`src/hdl/swk_pkg.sv`:
```
// ----------------------------------------------------------------------------
// swk_pkg
// types and constants shared by the swerve wheel kinematics core
// ----------------------------------------------------------------------------
package swk_pkg;

  localparam int QDEPTH   = 4;
  localparam int SQ_BITS  = 22;
  localparam int NORM_BIT = 41;

  localparam logic [1:0] REG_HALF_LENGTH_X     = 2'd0;
  localparam logic [1:0] REG_HALF_WIDTH_Y      = 2'd1;
  localparam logic [1:0] REG_RECIPROCAL_RADIUS = 2'd2;

  localparam logic [15:0] RST_HALF_LENGTH_X     = 16'd16581;
  localparam logic [15:0] RST_HALF_WIDTH_Y      = 16'd11698;
  localparam logic [15:0] RST_RECIPROCAL_RADIUS = 16'd3413;

  localparam logic signed [34:0] PI_Q30    = 35'sd3373259426;
  localparam logic signed [16:0] ANGLE_MAX = 17'sd12868;
  localparam logic [22:0]        RATE_MAX  = 23'd131071;

  localparam logic [29:0] ATAN_Q30 [24] = '{
    30'd843314856, 30'd497837829, 30'd263043836, 30'd133525158,
    30'd67021686,  30'd33543515,  30'd16775850,  30'd8388437,
    30'd4194282,   30'd2097149,   30'd1048575,   30'd524287,
    30'd262143,    30'd131071,    30'd65535,     30'd32767,
    30'd16383,     30'd8191,      30'd4095,      30'd2047,
    30'd1023,      30'd511,       30'd255,       30'd127
  };

  typedef struct packed {
    logic signed [33:0] x28;
    logic signed [33:0] y28;
    logic [1:0]         idx;
    logic               last;
  } wheel_t;

  typedef struct packed {
    logic signed [33:0] x28;
    logic signed [33:0] y28;
    logic [5:0]         k;
    logic [21:0]        ax;
    logic [21:0]        ay;
    logic               zero;
    logic [1:0]         idx;
    logic               last;
  } s1_t;

  typedef struct packed {
    logic signed [44:0] x;
    logic signed [44:0] y;
    logic [43:0]        sqx;
    logic [43:0]        sqy;
    logic               zero;
    logic [1:0]         idx;
    logic               last;
  } s2_t;

  typedef struct packed {
    logic signed [44:0] x;
    logic signed [44:0] y;
    logic signed [34:0] z;
    logic [43:0]        n;
    logic [24:0]        rem;
    logic [21:0]        root;
    logic               zero;
    logic [1:0]         idx;
    logic               last;
  } it_t;

endpackage

```
`src/hdl/swk_front.sv`:
```
// ----------------------------------------------------------------------------
// swk_front
// takes a chassis command, issues one wheel vector per cycle unless stalled
// ----------------------------------------------------------------------------
module swk_front (
  input  logic                clk_i,
  input  logic                rst_ni,
  input  logic                in_valid_i,
  output logic                in_ready_o,
  input  logic signed [15:0]  vel_x_i,
  input  logic signed [15:0]  vel_y_i,
  input  logic signed [15:0]  yaw_rate_i,
  input  logic [15:0]         half_length_x_i,
  input  logic [15:0]         half_width_y_i,
  output logic                push_valid_o,
  output swk_pkg::wheel_t     push_data_o,
  input  logic                push_ready_i
);

  logic               busy_q, busy_d;
  logic [1:0]         w_q, w_d;
  logic signed [15:0] vx_q, vy_q;
  logic signed [32:0] pxw_q, pyw_q;
  logic               push, accept;
  logic signed [33:0] xb, yb, pxe, pye;

  assign push       = busy_q && push_ready_i;
  assign in_ready_o = !busy_q || (push && (w_q == 2'd3));
  assign accept     = in_valid_i && in_ready_o;

  always_comb begin
    busy_d = busy_q;
    w_d    = w_q;
    if (push) begin
      w_d = w_q + 2'd1;
      if (w_q == 2'd3) begin
        busy_d = 1'b0;
      end
    end
    if (accept) begin
      busy_d = 1'b1;
      w_d    = 2'd0;
    end
  end

  always_ff @(posedge clk_i or negedge rst_ni) begin
    if (!rst_ni) begin
      busy_q <= 1'b0;
      w_q    <= 2'd0;
    end else begin
      busy_q <= busy_d;
      w_q    <= w_d;
    end
  end

  always_ff @(posedge clk_i) begin
    if (accept) begin
      vx_q  <= vel_x_i;
      vy_q  <= vel_y_i;
      pxw_q <= $signed({1'b0, half_length_x_i}) * yaw_rate_i;
      pyw_q <= $signed({1'b0, half_width_y_i}) * yaw_rate_i;
    end
  end

  always_comb begin
    xb  = {{2{vx_q[15]}}, vx_q, 16'h0000};
    yb  = {{2{vy_q[15]}}, vy_q, 16'h0000};
    pxe = {pxw_q[32], pxw_q};
    pye = {pyw_q[32], pyw_q};
    push_data_o.x28  = w_q[0] ? (xb + pye) : (xb - pye);
    push_data_o.y28  = w_q[1] ? (yb - pxe) : (yb + pxe);
    push_data_o.idx  = w_q;
    push_data_o.last = (w_q == 2'd3);
  end

  assign push_valid_o = busy_q;

endmodule

```
`config.mk`:
```
export PLATFORM = sky130hd
export DESIGN_NAME = swk_front
export DESIGN_NICKNAME = d
export VERILOG_FILES = /design/src/hdl/swk_pkg.sv /design/src/hdl/swk_front.sv
export SDC_FILE = /design/constraint.sdc
export NUM_CORES = 1
export LEC_CHECK = 0
export BUFFER_PORTS_ARGS = -buffer_cell sky130_fd_sc_hd__buf_2
export CAP_MARGIN = 20
export CORE_MARGIN = 1
export CORE_UTILIZATION = 30
export CTS_CLUSTER_DIAMETER = 40
export CTS_CLUSTER_SIZE = 12
export DETAILED_ROUTE_END_ITERATION = 8
export PLACE_DENSITY = 0.49
export RECOVER_POWER = 100
export SETUP_SLACK_MARGIN = 0.4
export SLEW_MARGIN = 10
export SYNTH_ARGS = -nofsm -noshare
export SYNTH_HDL_FRONTEND = slang
export SYNTH_SLANG_ARGS = --single-unit
```
`constraint.sdc`:
```
create_clock -name clk_i -period 3.6 [get_ports clk_i]
set_input_delay 0 -clock clk_i [delete_from_list [all_inputs] [get_ports clk_i]]
set_output_delay 0 -clock clk_i [all_outputs]
set_load 0.02 [all_outputs]
```
Word level (Yosys, flattened, before mapping)

Cells that the tools add are included.
W data, S select, Z words.

$add $sub $neg: 5
Multipliers: 2
Equality and inequality tests: 1
Multiplexer cells: 7
Reduce and logical (&&, ||, !) cells: 8

Operators by type and width:

| operator              | number |
|---|---|
| $add A32 B33 Y34      | 2 |
| $mux W34              | 2 |
| $sub A32 B33 Y34      | 2 |
| $mul A17 B16 Y33      | 2 |
| $mux W2               | 2 |
| $reduce_bool A2 Y1    | 2 |
| $logic_and A1 B1 Y1   | 3 |
| $mux W1               | 3 |
| $add A2 B1 Y2 const B | 1 |
| $eq A2 B2 Y1 const B  | 1 |
| $reduce_and A2 Y1     | 1 |
| $logic_not A1 Y1      | 1 |
| $logic_or A1 B1 Y1    | 1 |

Register bits after elaboration: 101
Input port bits: 84

Longest topological paths before layout

Gate-level depths: netlist (run 1).

Word-level depth: 6
Mapped depth: 24
Depth with buffers taken out: 22

Least setup slack after synthesis (run 1)

OpenSTA, ideal clock, no wires.

Path kind: input-to-reg
Start point: in half_width_y_i[13]
End point: reg pyw_q[31] (data pin)
Setup time: 262 ps
Arrival: 5390 ps
Slack: -2053 ps
Cell stages on the path: 22
Buffers on the path: 2
Cell sequence: clkbuf_1 -> and2_1 -> fa_1 -> inv_1 -> fa_1 -> inv_1 -> fa_1 -> inv_1 -> fa_1 -> fa_1 -> fa_1 -> inv_1 -> ha_1 -> clkbuf_1 -> a21o_1 -> a31oi_1 -> o21ai_0 -> a221o_1 -> a31o_1 -> a32oi_1 -> a21oi_1 -> xor2_1

Longest elaborated chain between the ends: 1

Ends and longest elaborated chain:

| item                   | line            | source |
|---|---|---|
| start: declaration     | swk_front.sv:14 | `input logic [15:0] half_width_y_i,` |
| $mul A17 B16 Y33       | swk_front.sv:61 | `pyw_q <= $signed({1'b0, half_width_y_i}) * yaw_rate_i;` |
| end signal: assignment | swk_front.sv:61 |  |
| end: declaration       | swk_front.sv:23 | `logic signed [32:0] pxw_q, pyw_q;` |

No other way between the ends.
A chain may end at the register's enable or synchronous reset.

Worst setup path after layout (run 1)

Start point: in half_length_x_i[7]
End point: reg pxw_q[22] (data pin)

Longest elaborated chain between the ends: 1

Ends and longest elaborated chain:

| item                   | line            | source |
|---|---|---|
| start: declaration     | swk_front.sv:13 | `input logic [15:0] half_length_x_i,` |
| $mul A17 B16 Y33       | swk_front.sv:60 | `pxw_q <= $signed({1'b0, half_length_x_i}) * yaw_rate_i;` |
| end signal: assignment | swk_front.sv:60 |  |
| end: declaration       | swk_front.sv:23 |  |

No other way between the ends.

==> flow_metrics.py, run 1 <==
metrics = {
    "outcome": {
        "status": "complete, but fails checks",
        "violations": "max-capacitance violations, max-slew violations, negative setup slack",
    },
    "sta": {
        "slew_viol_final": 79,
        "grt_setup_unrepaired": "yes",
        "fmax_mhz": 192.6,
        "worst_slack_ns": -1.592,
        "finalSetupViolCount": 50,
        "finalCritPeriodShare_pct": 144.2,
        "maxSlewHeadroom_pct": -32.18,
        "worst_clock_skew_ns": 0.01040,
        "worst_pin_slew_ns": 1.983,
        "finalHoldViolCount": 0,
        "fin_crit_ns": 5.192,
    },
    "die": {
        "initial_core_util_pct": 30.31,
        "die_h_um": 289.8,
        "core_mm2": 0.08198,
        "die_w_um": 289.8,
        "ios": 157,
        "die-area_mm2": 0.08397,
        "num_rows": 105,
    },
    "global_routing": {
        "grtUsageTotal_pct": 16.46,
        "gr-total-overflow": 0,
        "antenna_found_initial": 2,
        "grt_pass1_wl_um": 109300,
        "grt_max_degree": 99,
        "grt_pass1_vias": 20590,
    },
    "synthesis": {
        "synth_mux_area_share_pct": 0.1712,
        "synth_top_family_by_area": "adder cells",
        "synth_flop_cell": "edfxtp_1",
        "synth_edf_count": 98,
        "synthAdderAreaFrac_pct": 47.29,
        "synth.cell_area_mm2": 0.02484,
        "ys_warn_count": 0,
        "syn_area_per_cell_um2": 8.979,
        "ys_async_sr_fraction_pct": 2.970,
        "synth_top_area_cell": "fa_1",
        "syn_inst": 2767,
        "ys_types": 89,
        "yosys.area_share.simple_pct": 16.32,
        "synth_seq_cells": 101,
        "ys_top_cells_by_area": "fa_1 (31%), ha_1 (16%), edfxtp_1 (12%), inv_1 (8.6%), and2_1 (6.2%)",
        "synth_top_area_share_pct": 31.43,
        "synth.yosys.seq_area_share_pct": 12.15,
        "synth-xor-area-share_pct": 3.984,
        "synth_compound_area_share_pct": 9.655,
        "syn-num-nets": 3556,
    },
    "layout": {
        "layout_common_cells": "inv_1 (518), fa_1 (366), buf_4 (337)",
        "antennaDiodeCount": 0,
        "n_fill_cell": 8284,
        "layout-drive-gt1-share_pct": 27.06,
        "layout_commonest_cell": "inv_1",
        "final_area_mm2": 0.03305,
        "post-route-util_pct": 40.31,
        "syn2layout_area_growth_pct": 33.02,
        "final_nets": 4077,
    },
    "critical_path": {
        "required_ns": 3.73,
        "r2r_cells": 4,
        "critPathMaxFanout": 7,
        "critical_path.max_stage_delay_ns": 0.54,
        "cp_num_buf_inv": 6,
        "worst_path_dominant_cell_family": "adder cells",
        "critPathMostFrequentCell": "fa_1",
        "critPathSlowestCell": "fa_1",
        "crit_path_start_kind": "primary input",
        "r2r_start": "w_q[1]$_DFFE_PN0P_",
        "critPathCaptureType": "flip-flop",
        "worstPathCellList": "buf_12, and2_4, fa_1, inv_1, fa_1, fa_1, fa_1, inv_1, fa_1, inv_1, fa_1, inv_2, ha_4, a21oi_2, o21ai_2, or3_1, a41oi_2, buf_4, o31ai_4, a2111oi_2, o21bai_1, xor2_1",
        "critPathKind": "in2reg",
        "cp.arrival_ns": 5.32,
        "crit_start": "half_length_x_i[7]",
        "r2r-end": "w_q[1]$_DFFE_PN0P_",
        "r2r_slack_ns": 0.78,
    },
    "placement": {
        "place.gp.congestion": 0.8345,
        "io_buffer_count": 156,
        "placed_area_mm2": 0.02960,
        "pre_cts_ws_ns": -2.371,
        "hpwl_um": 56360,
    },
    "route": {
        "first_iter_violations": 850,
        "ant_nets": 0,
        "postRouteWirelength_um": 69350,
        "drc_errors": 0,
        "via_per_inst": 4.609,
        "dr.pass1.iters": 5,
        "dr_total_vias": 20110,
        "routedWlPerCell_um": 15.90,
    },
    "min_path": {
        "hold_start": "push_ready_i",
        "whs_path_depth": 4,
        "holdCritPathClass": "in2reg",
        "holdPathEnd": "w_q[0]$_DFFE_PN0P_",
    },
    "clocking": {
        "cts_tree": "yes",
        "insertion_delay_ns": 0.39,
        "clock_sinks": 101,
        "clock_tree.buffer_depth": 2,
        "cts_buffers": 9,
        "cts_root_buf": "clkbuf_16",
        "cts-htree-levels": 3,
        "clk_pin_slew_ns": 0.07,
    },
    "job": {
        "cap_violations": 2,
    },
}
[worst min-delay path, delay by kind of cell]
family                 cells  cell delay (ns)
AOI/OAI and AO/OA          2             0.20
buffers and inverters      1             0.12
and+or+nand+nor            1             0.06
[cells in the mapped netlist, types with 4 or more instances]
cell type / number
inv_1: 569
fa_1: 390
ha_1: 315
nand2_1: 300
and2_1: 247
a21oi_1: 109
clkbuf_1: 101
edfxtp_1: 98
nor2_1: 92
xnor2_1: 75
o21ai_0: 45
xor2_1: 38
nand2b_1: 35
a21o_1: 34
nor3_1: 27
nand3_1: 23
o31ai_1: 20
a31oi_1: 18
o21a_1: 18
o21bai_1: 14
and3_1: 12
a211oi_1: 11
nand4_1: 10
o21ai_1: 10
nor4_1: 9
or3_1: 9
a41oi_1: 8
o211ai_1: 8
nor2b_1: 6
o41ai_1: 5
a2111oi_0: 4
a22o_1: 4
buf_4: 4
nor4b_1: 4
o311ai_1: 4
[final cells by class]
cell class / count / area [um2] / share of cell area [%]
Timing Repair Buffer: 621 / 5260 / 15.92
Clock buffer: 10 / 229.0 / 0.6929
Inverter: 571 / 2148 / 6.501
Clock inverter: 6 / 53.80 / 0.1628
Sequential cell: 101 / 3018 / 9.132
Multi-Input combinational cell: 1984 / 21000 / 63.54
Tap cell: 1070 / 1339 / 4.051
[worst max-delay path by stage]
stage	endpoint	depth (start not counted)
2_1_floorplan	pyw_q[31]$_DFFE_PP_	22
3_3_place_gp	pyw_q[31]$_DFFE_PP_	22
3_5_place_dp	pyw_q[31]$_DFFE_PP_	22
4_1_cts	pxw_q[32]$_DFFE_PP_	23
5_1_grt	pxw_q[22]$_DFFE_PP_	22
6_report	pxw_q[22]$_DFFE_PP_	22
[cells by family after synthesis]
kind of cell             Yosys count
AND/OR/NAND/NOR                  801
adder cells (fa/ha/maj)          705
buffers and inverters            682
AO/OA/AOI/OAI                    361
XOR/XNOR                         113
flip-flops                       101
multiplexers                       4
[timing repair]
action	CTS	global route
pin swaps	139	120
endpoints found under the hold margin	37	0
gates cloned	5	2
setup endpoints to repair	65	68
gates resized for setup	329	182
setup buffers	58	30
hold buffers	36	0
[flip-flops by register name, summed over array words and instances, names as in the netlist]
register and count:
pxw_q 33, vx_q 16, push_valid_o 1, w_q 2
pyw_q 33, vy_q 16
[stage by stage]
| step | hold WS, ns | cells | setup TNS (ns) |
|---|---|---|---|
| 4_1_cts | 0.008539 | 4331 | -54.67 |
| 5_1_grt | 0.06660 | 4363 | -66.39 |
| 2_1_floorplan | -0.2956 | 2767 | -61.26 |
| 3_3_place_gp | -0.1992 | 4216 | -94.38 |
| 3_5_place_dp | -0.1978 | 4216 | -95.57 |
| 6_report | 0.02774 | 4363 | -56.71 |
[metal layers]
layer  GRT usage, %  share of wire [%]  vias up
met5              0              0.039        -
met4          3.848                1.8        4
met3          1.782                3.1       52
met2          27.10                 47      294
met1          23.08                 48     9960
li1               -                  -     9798
Power of run 1 is not shown: default switching activity piles up to over one toggle a cycle in this logic, so the estimate is an artifact.
==> run 2, diff against run 1 <==
--- a/config.mk
+++ b/config.mk
@@ -15,6 +15,7 @@
 export PLACE_DENSITY = 0.49
 export RECOVER_POWER = 100
 export SETUP_SLACK_MARGIN = 0.4
+export SKIP_LAST_GASP = 1
 export SLEW_MARGIN = 10
 export SYNTH_ARGS = -nofsm -noshare
 export SYNTH_HDL_FRONTEND = slang
==> flow_metrics.py, run 2 (synthesized netlist as in run 1, its figures left out) <==
metrics = {
    "outcome": {
        "status": "complete, but fails checks",
        "violations": "max-capacitance violations, max-slew violations, negative setup slack",
    },
    "job": {
        "cap_violations": 2,
    },
    "die": {
        "die_h_um": 289.8,
        "ios": 157,
        "num_rows": 105,
        "die_w_um": 289.8,
        "die-area_mm2": 0.08397,
        "initial_core_util_pct": 30.31,
        "core_mm2": 0.08198,
    },
    "clocking": {
        "clock_sinks": 101,
        "clk_pin_slew_ns": 0.08,
        "cts_tree": "yes",
        "cts_buffers": 9,
        "cts_root_buf": "clkbuf_16",
        "clock_tree.buffer_depth": 2,
        "cts-htree-levels": 3,
        "insertion_delay_ns": 0.39,
    },
    "layout": {
        "layout-drive-gt1-share_pct": 25.75,
        "regArea_mm2": 0.003018,
        "multi_input_area_mm2": 0.02083,
        "layout_common_cells": "inv_1 (531), fa_1 (372), buf_4 (343)",
        "n_fill_cell": 8312,
        "biggestRegsByFlops": "pxw_q: 33 flops, pyw_q: 33 flops",
        "antennaDiodeCount": 0,
        "layout_commonest_cell": "inv_1",
        "final_nets": 4073,
        "syn2layout_area_growth_pct": 31.94,
    },
    "sta": {
        "worst_clock_skew_ns": 0.01056,
        "worst_pin_slew_ns": 1.975,
        "finalHoldViolCount": 0,
        "grt_setup_unrepaired": "yes",
        "finalCritPeriodShare_pct": 144.3,
        "maxSlewHeadroom_pct": -31.69,
        "finalSetupViolCount": 49,
        "setup_tns_ns": -57.00,
        "worst_slack_ns": -1.594,
        "fmax_mhz": 192.5,
        "fin_crit_ns": 5.194,
        "slew_viol_final": 79,
    },
    "global_routing": {
        "grt_max_degree": 99,
        "gr-total-overflow": 0,
        "grtUsageTotal_pct": 16.45,
        "grt_pass1_wl_um": 109200,
        "antenna_found_initial": 2,
        "grt_pass1_vias": 20560,
    },
    "critical_path": {
        "crit_path_start_kind": "primary input",
        "cp.arrival_ns": 5.34,
        "critPathCaptureType": "flip-flop",
        "critPathMostFrequentCell": "fa_1",
        "critPathSlowestCell": "fa_1",
        "critPathKind": "in2reg",
        "critPathMaxFanout": 8,
        "worstPathCellList": "buf_16, buf_6, and2_4, fa_1, inv_1, fa_1, inv_1, fa_1, inv_2, fa_1, fa_1, fa_1, inv_2, ha_4, a21o_1, a31oi_1, o21ai_1, a221o_1, a31o_1, a32oi_2, a21oi_2, xor2_1",
        "critical_path.max_stage_delay_ns": 0.54,
        "required_ns": 3.75,
    },
    "route": {
        "postRouteWirelength_um": 69200,
        "first_iter_violations": 784,
        "drc_errors": 0,
        "ant_nets": 0,
        "dr.pass1.iters": 5,
        "dr_total_vias": 20060,
        "via_per_inst": 4.601,
        "routedWlPerCell_um": 15.88,
    },
    "placement": {
        "place.gp.congestion": 0.8345,
        "hpwl_um": 56360,
        "io_buffer_count": 156,
    },
    "min_path": {
        "holdCritPathClass": "in2reg",
    },
}
[run 2: cell types whose count changed in the layout (fill, tap and decap cells not counted), moves of 4 or more]
cell     previous run  this run
buf_4             337       343
buf_6              83        75
fa_1              366       372
fa_2               24        18
inv_1             518       531
inv_2              51        38
nand2_1           271       280
nand2_2            18        13
nand2_4            12         8
o21ai_1            11        15
o21ai_2            16        11
[run 2: timing repair]
action	4_1_cts	5_1_grt
endpoints found under the hold margin	37	0
setup endpoints to repair	65	68
buffers inserted	58	26
hold buffers	36	0
pin swaps	138	103
gates cloned	5	2
gates resized for setup	290	150
[run 2: routing by layer]
metal	part of all wire [%]	vias up	track usage, %
li1	-	9786	-
met5	0.039	-	0
met3	3.0	54	1.782
met4	1.9	4	3.848
met2	47	286	27.06
met1	48	9925	23.07
[run 2: critical path, delay by kind of cell]
kind	cells	cell delay, ns
buffers and inverters	6	0.42
and+or+nand+nor	1	0.15
adders and majority gates	7	3.17
AOI/OAI and AO/OA	7	1.41
xor gates and xnor gates	1	0.17
[run 2: cell type report]
class	instances	share of cell area (%)
inverter	571	6.554
clock buffer	10	0.6985
multi-input combinational	1984	63.54
timing repair buffer	617	15.75
tap	1070	4.084
sequential	101	9.207
clock inverter	6	0.1641
[run 2: worst paths after layout]
path / startpoint / endpoint / slack [ns] / cells after the start
max reg2reg: w_q[1]$_DFFE_PN0P_ / w_q[1]$_DFFE_PN0P_ / 0.78 / 4
max: yaw_rate_i[1] / pyw_q[31]$_DFFE_PP_ / -1.59 / 22
max in group asynchronous: rst_ni / w_q[1]$_DFFE_PN0P_ / 2.97 / 3
min reg2reg: push_valid_o$_DFFE_PN0P_ / w_q[1]$_DFFE_PN0P_ / 0.62 / 1
min: push_ready_i / w_q[0]$_DFFE_PN0P_ / 0.03 / 4
min in group asynchronous: rst_ni / push_valid_o$_DFFE_PN0P_ / 0.48 / 3
[run 2: stage by stage]
step                      area [um2]  worst slack, ns  hold slack [ns]  util (%)  std cells
after floorplan                25750           -1.927          -0.2956         -       2767
after global placement         29600           -2.366          -0.1992     36.11       4216
after detailed placement       29600           -2.371          -0.1978     36.11       4216
after CTS                      32050           -1.543         0.008539     39.10       4331
after global routing           32780           -1.788          0.06660     39.98       4359
final                          32780           -1.594          0.02818     39.98       4359
Power of run 2 is left out for the same reason.
