## src/hdl/swk_pkg.sv

```systemverilog
// ----------------------------------------------------------------------------
// swk_pkg
// types and constants shared by the swerve wheel kinematics core
// ----------------------------------------------------------------------------
package swk_pkg;

  localparam int QDEPTH   = 4;
  localparam int SQ_BITS  = 22;
  localparam int NORM_BIT = 41;

  localparam logic [1:0] REG_HALF_LENGTH_X     = 2'd0;
  localparam logic [1:0] REG_HALF_WIDTH_Y      = 2'd1;
  localparam logic [1:0] REG_RECIPROCAL_RADIUS = 2'd2;

  localparam logic [15:0] RST_HALF_LENGTH_X     = 16'd16581;
  localparam logic [15:0] RST_HALF_WIDTH_Y      = 16'd11698;
  localparam logic [15:0] RST_RECIPROCAL_RADIUS = 16'd3413;

  localparam logic signed [34:0] PI_Q30    = 35'sd3373259426;
  localparam logic signed [16:0] ANGLE_MAX = 17'sd12868;
  localparam logic [22:0]        RATE_MAX  = 23'd131071;

  localparam logic [29:0] ATAN_Q30 [24] = '{
    30'd843314856, 30'd497837829, 30'd263043836, 30'd133525158,
    30'd67021686,  30'd33543515,  30'd16775850,  30'd8388437,
    30'd4194282,   30'd2097149,   30'd1048575,   30'd524287,
    30'd262143,    30'd131071,    30'd65535,     30'd32767,
    30'd16383,     30'd8191,      30'd4095,      30'd2047,
    30'd1023,      30'd511,       30'd255,       30'd127
  };

  typedef struct packed {
    logic signed [33:0] x28;
    logic signed [33:0] y28;
    logic [1:0]         idx;
    logic               last;
  } wheel_t;

  typedef struct packed {
    logic signed [33:0] x28;
    logic signed [33:0] y28;
    logic [5:0]         k;
    logic [21:0]        ax;
    logic [21:0]        ay;
    logic               zero;
    logic [1:0]         idx;
    logic               last;
  } s1_t;

  typedef struct packed {
    logic signed [44:0] x;
    logic signed [44:0] y;
    logic [43:0]        sqx;
    logic [43:0]        sqy;
    logic               zero;
    logic [1:0]         idx;
    logic               last;
  } s2_t;

  typedef struct packed {
    logic signed [44:0] x;
    logic signed [44:0] y;
    logic signed [34:0] z;
    logic [43:0]        n;
    logic [24:0]        rem;
    logic [21:0]        root;
    logic               zero;
    logic [1:0]         idx;
    logic               last;
  } it_t;

endpackage

```

## src/hdl/swk_queue.sv

```systemverilog
// ----------------------------------------------------------------------------
// swk_queue
// short queue of wheel vectors between front and back
// ----------------------------------------------------------------------------
module swk_queue (
  input  logic            clk_i,
  input  logic            rst_ni,
  input  logic            push_valid_i,
  input  swk_pkg::wheel_t push_data_i,
  output logic            push_ready_o,
  output logic            pop_valid_o,
  output swk_pkg::wheel_t pop_data_o,
  input  logic            pop_ready_i
);

  localparam int PW = $clog2(swk_pkg::QDEPTH);

  swk_pkg::wheel_t mem_q [swk_pkg::QDEPTH];
  logic [PW-1:0]   wp_q, rp_q;
  logic [PW:0]     cnt_q;
  logic            push, pop;

  assign push_ready_o = (cnt_q != (PW+1)'(swk_pkg::QDEPTH));
  assign pop_valid_o  = (cnt_q != '0);
  assign pop_data_o   = mem_q[rp_q];
  assign push         = push_valid_i && push_ready_o;
  assign pop          = pop_valid_o && pop_ready_i;

  always_ff @(posedge clk_i or negedge rst_ni) begin
    if (!rst_ni) begin
      wp_q  <= '0;
      rp_q  <= '0;
      cnt_q <= '0;
    end else begin
      if (push) begin
        wp_q <= wp_q + 1'b1;
      end
      if (pop) begin
        rp_q <= rp_q + 1'b1;
      end
      cnt_q <= cnt_q + (PW+1)'(push) - (PW+1)'(pop);
    end
  end

  always_ff @(posedge clk_i) begin
    if (push) begin
      mem_q[wp_q] <= push_data_i;
    end
  end

`ifndef SYNTHESIS
  a_cnt_bound: assert property (@(posedge clk_i) disable iff (!rst_ni)
    cnt_q <= (PW+1)'(swk_pkg::QDEPTH))
    else $error("queue count out of range");
`endif

endmodule

```

## config.mk

```make
export PLATFORM = sky130hd
export DESIGN_NAME = swk_queue
export DESIGN_NICKNAME = d
export VERILOG_FILES = /design/src/hdl/swk_pkg.sv /design/src/hdl/swk_queue.sv
export SDC_FILE = /design/constraint.sdc
export NUM_CORES = 1
export LEC_CHECK = 0
export ABC_AREA = 1
export BUFFER_PORTS_ARGS = -buffer_cell sky130_fd_sc_hd__buf_2
export CAP_MARGIN = 10
export CORE_ASPECT_RATIO = 0.7
export CORE_MARGIN = 4
export CORE_UTILIZATION = 45
export CTS_BUF_LIST = sky130_fd_sc_hd__clkbuf_4
export DETAILED_ROUTE_END_ITERATION = 16
export GPL_TIMING_DRIVEN = 0
export SETUP_SLACK_MARGIN = 0.1
export SYNTH_ARGS = -nofsm -noshare
export SYNTH_HDL_FRONTEND = slang
export SYNTH_SLANG_ARGS = --single-unit
```

## constraint.sdc

```tcl
create_clock -name clk_i -period 9.8 [get_ports clk_i]
set_input_delay 0 -clock clk_i [delete_from_list [all_inputs] [get_ports clk_i]]
set_output_delay 0 -clock clk_i [all_outputs]
set_load 0.01 [all_outputs]
```

# After elaboration in Yosys (flattened, before gate mapping)

Memory sizes are Yosys's and may differ from the RTL's.
Index checks and enable logic that the tools add are counted.

Mux-type cells: 2
Reductions and logical operators: 3
Eq/ne operators: 1
Add/sub/neg operators: 4

Operators with widths:

| kind                                        | count |
|---|---|
| adder 2 x 1 -> 2 bit, second input constant | 2 |
| adder 3 x 1 -> 3 bit                        | 1 |
| != test 3 bit, second input constant        | 1 |
| nonzero test 3 bit                          | 1 |
| subtractor 3 x 1 -> 3 bit                   | 1 |
| logical AND 1 bit                           | 2 |
| two-way mux 1 bit                           | 2 |

Output and inout bits: 73
Bits of input ports: 75
Word-level logic and storage cells: 14
RAM bits: 284
Memories kept: 1
Bits in registers: 7

Memories:

| memory | depth | bits a word | read ports | clocked after memory_dff | wr ports | RTL line        | text |
|---|---|---|---|---|---|---|---|
| mem_q  | 4     | 71          | 1          | 0                        | 1        | swk_queue.sv:18 | `swk_pkg::wheel_t mem_q [swk_pkg::QDEPTH];` |

# Logic depth before layout (Yosys ltp)

Gate-level depths: netlist of the first run.

Depth after elaboration: 4
Gate-level depth with buffers: 12
Mapped depth without buffers: 12

# Worst setup path before layout of the first run

Ideal clock, no wire load.

Path type: register to register
Start: reg cnt_q[1]
End: mem mem_q[0][0] (netlist bit), enable pin
Setup slack: 5.539 ns
Arrival time: 3.760 ns
Required time: 9.299 ns
Period minus slack after synthesis: 4.261 ns
Stages on the path, launching flop included: 5
Path buffers: 0
Path through: dfrtp_1 nor2_1 nand2_1 nand2_1 nor2_1

Longest elaborated chain between the ends: 4

Ends and longest elaborated chain:

| what                                    | RTL line        | text |
|---|---|---|
| start, declared                         | swk_queue.sv:20 | `logic [PW:0] cnt_q;` |
| start signal, assigned                  | swk_queue.sv:41 | `cnt_q <= cnt_q + (PW+1)'(push) - (PW+1)'(pop);` |
| != test 3 bit                           | swk_queue.sv:23 | `assign push_ready_o = (cnt_q != (PW+1)'(swk_pkg::QDEPTH));` |
| net push_ready_o                        | swk_queue.sv:10 | `output logic push_ready_o,` |
| logical AND 1 bit                       | swk_queue.sv:26 | `assign push = push_valid_i && push_ready_o;` |
| two-way mux 1 bit                       | swk_queue.sv:46 | `if (push) begin` |
| two-way mux 1 bit (not written as such) | swk_queue.sv:47 | `mem_q[wp_q] <= push_data_i;` |
| end, declared                           | swk_queue.sv:18 |  |

The timed path passes the listed nets, and every way through them passes these cells.

# Worst setup path in the final report of the first run

Start: reg cnt_q[1]
End: mem mem_q[3][29] (netlist bit), enable pin

Longest elaborated chain between the ends: 4

Ends and longest elaborated chain:

| what                                    | RTL line |
|---|---|
| != test 3 bit                           | swk_queue.sv:23 |
| logical AND 1 bit                       | swk_queue.sv:26 |
| two-way mux 1 bit                       | swk_queue.sv:46 |
| two-way mux 1 bit (not written as such) | swk_queue.sv:47 |

Every way passes these cells.

==> flow_summary.ini, run 1 <==
[run_status]
outcome = complete, no violations

[final_layout]
fill_cells = 2071
area_growth_syn_to_layout_pct = 26.0
nets = 1347
multiInputGateArea_um2 = 2280
register_area_um2 = 8700
final_cells = 1635
drive_gt1_share_pct = 23.1

[clock_tree]
clk-insertion-delay-late_ns = 0.67
cts_sinks = 291
ctsLongestPathBuffers = 3
clk_pin_slew_ns = 0.07
numCtsBuffers = 73
cts_setup_buffers = 0
cts_root_buf = clkbuf_4
cts_tree = done
h-tree-depth = 3

[power]
leakagePower_nw = 6.00
irDropWorstVdd_mv = 0.172
power_density_nw_per_um2 = 290
finalPower_mw = 4.25

[worst_setup_path]
critPathTopFamily = simple AND/OR/NAND/NOR gates
cp.buffers_inverters = 2
end_kind = register
cp-start-kind = register
cp_max_fo = 20
cp.arrival_ns = 2.72
critical_path_class = register to register
cp.required_ns = 10.14
crit_chain = nor2_1 -> nand2_1 -> nand2_1 -> nor2_4 -> buf_12 -> buf_12
slowest_stage = nor2_4
max_stage_delay_ns = 0.63

[timing]
worst_slew_pin_slew_ns = 0.800
maxClockFrequency_mhz = 420
rsz0062_at_grt = no
min_period_over_period_pct = 24.3
finalSetupTns_ns = 0
slew_viol_final = 0
clock_skew_ns = 0.0311
hold_viol_final = 0
setup_violations = 0
maxSlewHeadroom_pct = 46.5
period_minus_slack_ns = 2.38

[placement]
numPortBuffers = 147
dpl.cell_count = 1440
dp_hpwl_um = 16300
gp_congestion = 0.758

[run]
max_cap_viol_count = 0

[synthesis]
ys_seq_area_share_pct = 75.0
synthCells = 957
synth_seq_cells = 291
netlist_area_um2 = 11600
syn-num-nets = 1039
synth_cell_type_count = 17
avgSynthCellArea_um2 = 12.1
yosys_warnings = 0

[floorplanning]
die_y_um = 142
die_w_um = 200
coreArea_um2 = 25000
initial_core_util_pct = 46.4
dieArea_um2 = 28500
rows = 48
ios = 148

[grt]
grt_pass1_wl_um = 41800
first_global_vias = 7697
antenna_found_initial = 1
grt_usage_pct = 19.2
grt_max_degree = 29
grt.overflow.total = 0

[worst_hold_path]
hold_path_class = primary input to register

[routing]
drc = 0
wirelength_um = 26800
num_vias = 7790
first_pass_iters = 5
drt-wirelength-per-cell_um = 16.4
dr.first_iter.drc_count = 414
vias_per_cell = 4.76
detail-route-antenna-nets = 0
[metal layers]
layer  vias to the layer above  track usage, %  part of all wire [%]
li1                       3873               -                     -
met1                      3630            27.0                    45
met2                       251            29.5                    46
met3                        36            4.90                   7.1
met4                         0            6.82                   1.6
met5                         -               0                     0
[flip-flops by register name (all words and copies together) (netlist names)]
signal and flops:
cnt_q 3, mem_q 284, rp_q 2, wp_q 2
[cell families after synthesis]
kind of cell / count (synthesis) / share of synthesized area, %
and+or+nand+nor: 384 / 12.5
DFF: 291 / 75.0
AOI/OAI and AO/OA: 142 / 6.13
buffers and inverters: 133 / 5.55
adders and majority gates: 7 / 0.820
[placed cells by master (no fill, tap or decap)]
master,netlist,final
fa_1,1,1
buf_16,0,3
o21ai_0,133,133
nand3_1,5,5
buf_4,2,2
ha_1,6,6
dlygate4sd3_1,0,75
nor2_1,147,143
buf_6,15,15
edfxtp_1,284,284
buf_2,11,158
buf_1,4,4
nor2_4,0,4
buf_12,0,8
diode_2,0,1
clkbuf_1,13,13
inv_2,2,4
buf_8,1,1
o21ai_1,9,9
nand2_1,232,232
dfrtp_1,7,7
clkbuf_4,0,108
clkinv_1,0,9
inv_1,85,85
[metrics by stage]
stage	setup slack (ns)	cell area, um2	util [%]	hold slack, ns
floorplan	5.54	11600	-	-0.296
global placement	2.94	12700	51.0	-0.155
detailed placement	7.45	13000	52.1	-0.154
CTS	7.38	14600	58.5	0.000569
global route	7.25	14600	58.5	0.0231
finish	7.42	14600	58.5	0.0837
[timing repair]
action	CTS	global route
gates resized for setup	0	0
hold buffers	75	0
endpoints found under the hold margin	298	0
[area by class of cell]
cell class	count	share of cell area [%]
timing repair buffer	233	11.8
clock buffer	108	5.55
antenna	1	0.0171
sequential	291	59.5
tap	325	2.78
buffer	46	2.17
multi-input combinational	533	15.6
inverter	87	2.23
clock inverter	11	0.282
[synthesized netlist by cell type]
cell type | n | area, um2
nand3_1 | 5 | 25.0
inv_2 | 2 | 7.51
edfxtp_1 | 284 | 8530
buf_8 | 1 | 15.0
dfrtp_1 | 7 | 175
buf_1 | 4 | 15.0
buf_6 | 15 | 169
buf_4 | 2 | 15.0
o21ai_0 | 133 | 666
clkbuf_1 | 13 | 48.8
ha_1 | 6 | 75.1
nand2_1 | 232 | 871
o21ai_1 | 9 | 45.0
nor2_1 | 147 | 552
buf_2 | 11 | 55.1
fa_1 | 1 | 20.0
inv_1 | 85 | 319
[where the power goes]
group	internal, mW	switching (mW)
clock	0.498	0.448
combinational	0.560	1.05
sequential	1.63	0.0514
total	2.69	1.55
[path summary, 6_finish.rpt]
| kind | cells past startpoint | to | start | slack (ns) |
|---|---|---|---|---|
| max | 6 | mem_q[3][29]$_DFFE_PP_ | cnt_q[1]$_DFF_PN0_ | 7.42 |
| max reg2reg | 6 | mem_q[3][29]$_DFFE_PP_ | cnt_q[1]$_DFF_PN0_ | 7.42 |
| max in group asynchronous | 3 | rp_q[1]$_DFFE_PN0P_ | rst_ni | 9.19 |
| min | 2 | mem_q[2][39]$_DFFE_PP_ | push_data_i[39] | 0.08 |
| min reg2reg | 1 | cnt_q[0]$_DFF_PN0_ | cnt_q[0]$_DFF_PN0_ | 0.51 |
| min in group asynchronous | 3 | wp_q[0]$_DFFE_PN0P_ | rst_ni | 0.34 |
No activity file was read; power rests on OpenSTA's default activity.
==> inputs of run 2 (changes only) <==
--- a/config.mk
+++ b/config.mk
@@ -5,7 +5,7 @@
 export SDC_FILE = /design/constraint.sdc
 export NUM_CORES = 1
 export LEC_CHECK = 0
-export ABC_AREA = 1
+export ABC_AREA = 0
 export BUFFER_PORTS_ARGS = -buffer_cell sky130_fd_sc_hd__buf_2
 export CAP_MARGIN = 10
 export CORE_ASPECT_RATIO = 0.7
@@ -14,6 +14,7 @@
 export CTS_BUF_LIST = sky130_fd_sc_hd__clkbuf_4
 export DETAILED_ROUTE_END_ITERATION = 16
 export GPL_TIMING_DRIVEN = 0
+export PLACE_DENSITY = 0.67
 export SETUP_SLACK_MARGIN = 0.1
 export SYNTH_ARGS = -nofsm -noshare
 export SYNTH_HDL_FRONTEND = slang
==> constraint.sdc (replaced) <==
create_clock -name clk_i -period 2.15 [get_ports clk_i]
set_input_delay 0 -clock clk_i [delete_from_list [all_inputs] [get_ports clk_i]]
set_output_delay 0 -clock clk_i [all_outputs]
set_load 0.01 [all_outputs]
==> flow_summary.ini, run 2 <==
[run_status]
outcome = complete, no violations

[timing]
maxClockFrequency_mhz = 474
hold_viol_final = 0
worst_slew_pin_slew_ns = 0.768
setup_violations = 0
rsz0062_at_grt = yes
period_minus_slack_ns = 2.11
min_period_over_period_pct = 98.1
maxSlewHeadroom_pct = 48.8
clock_skew_ns = 0.0220
slew_viol_final = 0

[synthesis]
synth_ff_type = edfxtp_1
synth-edff-count = 284
avgSynthCellArea_um2 = 26.2
async_reset_ff_share_pct = 2.41
synthTopCellsByArea = edfxtp_1 79%, mux4_2 15%, dfrtp_1 1.6%
netlist_area_um2 = 10800
ys_top_cells_by_count = 284 x edfxtp_1, 70 x mux4_2, 8 x buf_2, 7 x buf_12, 7 x dfrtp_1
yosys_warnings = 0
synth_seq_cells = 291
netlist.area_leader.share_pct = 79.1
yosys.area.top_type = edfxtp_1
ys_seq_area_share_pct = 80.7
syn-num-nets = 494
synthCells = 412
synth_cell_type_count = 21
yosysMostFrequentCell = edfxtp_1

[worst_setup_path]
r2r_cells = 8
cp-start-kind = register
critical_path_class = register to register
cp_max_fo = 7
crit_chain = o31a_1 -> ha_1 -> inv_1 -> ha_1 -> inv_1 -> fa_2 -> xnor2_2 -> xnor2_1
max_stage_delay_ns = 0.46
crit_start = cnt_q[2]$_DFF_PN0_
r2r_start = cnt_q[2]$_DFF_PN0_
regToRegSetupSlack_ns = 0.04
end_kind = register
r2r_end = cnt_q[2]$_DFF_PN0_
slowest_stage = dfrtp_2
cp.required_ns = 2.72
cp.arrival_ns = 2.68

[final_layout]
final_cells = 1096
nets = 811
layout_common_cells = 284 x edfxtp_1, 102 x clkbuf_4, 81 x dlygate4sd3_1
reg.largest.list = mem_q (284), cnt_q (3)
largest_register = mem_q
largest_register_ffs = 284
area_growth_syn_to_layout_pct = 32.5
drive_gt1_share_pct = 46.8
n_antenna_cell = 0
stdcell_area_um2 = 14300
layout_commonest_cell = edfxtp_1

[power]
finalPower_mw = 19.3
leakagePower_nw = 5.08
irDropWorstVdd_mv = 0.794
power_density_nw_per_um2 = 1350

[placement]
numPortBuffers = 147
gp_congestion = 0.704
dp_hpwl_um = 12300
dpl.cell_count = 881
dpl_cell_area_um2 = 12100

[clock_tree]
clk-insertion-delay-late_ns = 0.66
h-tree-depth = 3
numCtsBuffers = 73
cts_sinks = 291
cts_tree = done
ctsLongestPathBuffers = 3
clk_pin_slew_ns = 0.07
cts_root_buf = clkbuf_4

[floorplanning]
rows = 47
ios = 148
dieArea_um2 = 26600
die_w_um = 193
die_y_um = 138
coreArea_um2 = 23600
initial_core_util_pct = 45.6

[grt]
grt.overflow.total = 0
antenna_found_initial = 0
first_global_vias = 5962
grt_usage_pct = 16.5
grt_max_degree = 49
grt_pass1_wl_um = 33000

[worst_hold_path]
hold_end = mem_q[3][63]$_DFFE_PP_
hold_path_class = primary input to register
whs_path_depth = 2
hold_path_startpoint = push_data_i[63]

[routing]
detail-route-antenna-nets = 0
drc = 0
num_vias = 5511
vias_per_cell = 5.03
dr.first_iter.drc_count = 331
first_pass_iters = 4
drt-wirelength-per-cell_um = 20.1
wirelength_um = 22000

[run]
max_cap_viol_count = 0
## run 2: cell types whose count changed in the layout (fill, tap and decap cells not counted), sizes merged, moves of 5 or more
cell / before / now
and3b: 0 / 8
buf: 191 / 173
clkbuf: 121 / 102
clkinv: 9 / 16
dlygate4sd3: 75 / 81
inv: 89 / 10
mux4: 0 / 71
nand2: 232 / 1
nand3: 5 / 0
nor2: 147 / 0
o21ai: 142 / 0
## run 2: per-stage QoR
| stage | utilization, % | TNS, ns | hold slack (ns) | setup slack, ns |
|---|---|---|---|---|
| floorplan | - | 0 | -0.296 | 0.102 |
| global route | 60.5 | -1.83 | 0.00645 | -0.0583 |
| CTS | 60.0 | -0.238 | 0.000131 | -0.0311 |
| global placement | 50.5 | -158.61 | -0.162 | -0.572 |
| detailed placement | 51.0 | -0.116 | -0.153 | -0.116 |
| finish | 60.5 | 0 | 0.0913 | 0.0400 |
## run 2: what timing repair did
item                                    CTS  global route
hold endpoints to repair                340             0
buffers inserted                          1             5
hold buffers                             81             0
gates resized for setup                  79             7
pin swaps                                 0             5
gates cloned                              1             3
endpoints found under the setup margin  111           214
## run 2: where the power goes
| group | leakage (nW) | internal (mW) | switching, mW | total [mW] |
|---|---|---|---|---|
| registers | 2.68 | 7.48 | 0.303 | 7.78 |
| clock network | 0.533 | 2.31 | 2.09 | 4.40 |
| logic | 1.87 | 3.87 | 3.22 | 7.09 |
| total | 5.08 | 13.7 | 5.61 | 19.3 |
## run 2: critical path: cells and delay by family (launching register included)
family,cells,cell delay [ns]
AO/OA/AOI/OAI,1,0.35
XOR/XNOR,2,0.33
adder cells (fa/ha/maj),3,0.78
buffers and inverters,2,0.11
flip-flops,1,0.46
## run 2: worst max-delay path by stage
stage / endpoint / slack (ns) / cells after the start
finish: cnt_q[2]$_DFF_PN0_ / 0.04 / 8
global route: pop_data_o[6] / -0.06 / 4
CTS: pop_data_o[55] / -0.03 / 4
detailed placement: cnt_q[2]$_DFF_PN0_ / -0.12 / 9
global placement: mem_q[0][36]$_DFFE_PP_ / -0.57 / 2
floorplan: cnt_q[2]$_DFF_PN0_ / 0.10 / 9
## run 2: layout make-up
class                           count  area [um2]
Clock buffer                      102         766
Multi-Input combinational cell    103        1940
Sequential cell                   291        8710
Inverter                            6        22.5
Tap cell                          318         398
Buffer                             16         220
Clock inverter                     22         116
Timing Repair Buffer              238        2120
Fill cell                        1714        9350
## run 2: cell families (layout without fill, tap and decap cells)
family          Yosys count  count (layout)  synth area share, %
simple gates             13              17                0.974
flops                   291             291                 80.7
fa+ha+maj                 7               7                0.881
compound gates            4               4                0.302
buf+inv                  22             384                 1.98
xor+xnor                  4               4                0.325
mux                      71              71                 14.9
## run 2: per-layer routing
| metal | track usage, % | share of wire (%) | vias up |
|---|---|---|---|
| met1 | 21.8 | 42 | 2833 |
| li1 | - | - | 2463 |
| met2 | 26.1 | 49 | 180 |
| met4 | 6.09 | 1.9 | 0 |
| met5 | 0 | 0 | - |
| met3 | 5.34 | 6.6 | 35 |
==> inputs of run 3 (changes only) <==
--- a/config.mk
+++ b/config.mk
@@ -14,7 +14,7 @@
 export CTS_BUF_LIST = sky130_fd_sc_hd__clkbuf_4
 export DETAILED_ROUTE_END_ITERATION = 16
 export GPL_TIMING_DRIVEN = 0
-export PLACE_DENSITY = 0.67
+export PLACE_DENSITY = 0.78
 export SETUP_SLACK_MARGIN = 0.1
 export SYNTH_ARGS = -nofsm -noshare
 export SYNTH_HDL_FRONTEND = slang
==> flow_summary.ini, run 3 (synthesis results as in run 2) <==
[run_status]
outcome = complete, no violations

[clock_tree]
cts_tree = done
h-tree-depth = 3
clk_pin_slew_ns = 0.07
cts_sinks = 291
cts_root_buf = clkbuf_4
ctsLongestPathBuffers = 3
clk-insertion-delay-late_ns = 0.66
numCtsBuffers = 70

[floorplanning]
ios = 148
rows = 47
dieArea_um2 = 26600
die_w_um = 193
die_y_um = 138
initial_core_util_pct = 45.6
coreArea_um2 = 23600

[final_layout]
layout_common_cells = 284 x edfxtp_1, 95 x clkbuf_4, 94 x buf_2
area_growth_syn_to_layout_pct = 32.7
layout_commonest_cell = edfxtp_1
drive_gt1_share_pct = 48.5
largest_register = mem_q
fill_cells = 1671
reg.largest.list = mem_q (284), cnt_q (3)
nets = 806
largest_register_ffs = 284
n_antenna_cell = 0

[worst_setup_path]
critical_path_class = register to register
cp-start-kind = register
end_kind = register
cp.arrival_ns = 2.43
cp.required_ns = 2.45
cp_max_fo = 36

[grt]
grt_pass1_wl_um = 32900
grt.overflow.total = 0
grt_max_degree = 37
grt_usage_pct = 16.5
first_global_vias = 5948
antenna_found_initial = 0

[placement]
place_ws_ns = -0.0780
gp_congestion = 0.733
numPortBuffers = 147
dp_hpwl_um = 12700

[routing]
drt-wirelength-per-cell_um = 20.3
vias_per_cell = 5.03
num_vias = 5481
dr.first_iter.drc_count = 380
first_pass_iters = 5
detail-route-antenna-nets = 0
wirelength_um = 22100
drc = 0

[timing]
rsz0062_at_grt = yes
hold_viol_final = 0
maxSlewHeadroom_pct = 54.4
holdWs_ns = 0.0970
slew_viol_final = 0
fin_ws_ns = 0.0137
clock_skew_ns = 0.0374
worst_slew_pin_slew_ns = 0.684
period_minus_slack_ns = 2.14
min_period_over_period_pct = 99.4
setup_violations = 0
finalSetupTns_ns = 0
maxClockFrequency_mhz = 468

[power]
switching_share_pct = 29.0
power_density_nw_per_um2 = 1360
finalPower_mw = 19.5
p_seq_share_pct = 39.9
internal_power_mw = 13.9
pwr-share-clk_pct = 23.2
p_sw_mw = 5.65
leakagePower_nw = 5.07
comb_power_share_pct = 36.8
irDropWorstVdd_mv = 0.874

[run]
max_cap_viol_count = 0

[worst_hold_path]
hold_path_class = primary input to register
run 3: through the flow:
step	instance area (um2)	util (%)	instances
6_report	14300	60.6	1089
5_1_grt	14300	60.6	1089
4_1_cts	13800	58.2	1079
3_5_place_dp	12000	50.9	881
3_3_place_gp	11900	50.5	877
2_1_floorplan	10800	-	412
run 3: power groups by stage:
stage                     logic (mW)  registers, mW  clock network (mW)
final                           7.19           7.79                4.54
after global routing            7.70           7.87                5.01
after CTS                       5.94           7.77                4.67
after detailed placement        5.63           7.91                   0
after global placement          5.39           7.88                   0
after floorplan                 3.63           7.81                   0
run 3: layout make-up:
cell class	count	area, um2	area share [%]
clock inverter	24	190	1.33
buffer	16	218	1.52
tap	318	398	2.78
multi-input combinational	99	1920	13.4
clock buffer	95	713	4.98
inverter	6	22.5	0.157
timing repair buffer	240	2150	15.0
sequential	291	8710	60.8
run 3: layer usage:
metal	routed length, um	share of wire (%)	track usage, %	up-vias
li1	-	-	-	2442
met2	11200	51	27.1	219
met5	0	0	0	-
met3	1720	7.8	5.52	33
met4	306	1.4	5.62	0
met1	8910	40	20.9	2787
run 3: final timing paths:
check | startpoint | to | slack, ns | cells after the start
setup reg to reg | cnt_q[2]$_DFF_PN0_ | mem_q[1][70]$_DFFE_PP_ | 0.01 | 4
max in group asynchronous | rst_ni | rp_q[0]$_DFFE_PN0P_ | 1.53 | 3
hold reg to reg | cnt_q[0]$_DFF_PN0_ | cnt_q[0]$_DFF_PN0_ | 0.60 | 1
hold / removal | push_data_i[67] | mem_q[3][67]$_DFFE_PP_ | 0.1 | 2
setup / recovery | cnt_q[2]$_DFF_PN0_ | mem_q[1][70]$_DFFE_PP_ | 0.01 | 4
min in group asynchronous | rst_ni | wp_q[1]$_DFFE_PN0P_ | 0.34 | 3
run 3: worst max-delay path: stages, from the launching register on:
cell and delay (ns):
dfrtp_2 0.43, nor3b_4 0.17, buf_6 0.12, and3b_4 0.71
buf_12 0.31
run 3: what timing repair did:
action,in CTS,in global routing
pin swaps,4,3
hold buffers,75,0
endpoints found under the hold margin,297,0
setup endpoints to repair,215,209
cloned,0,6
buffers inserted,4,4
resized for setup,14,78
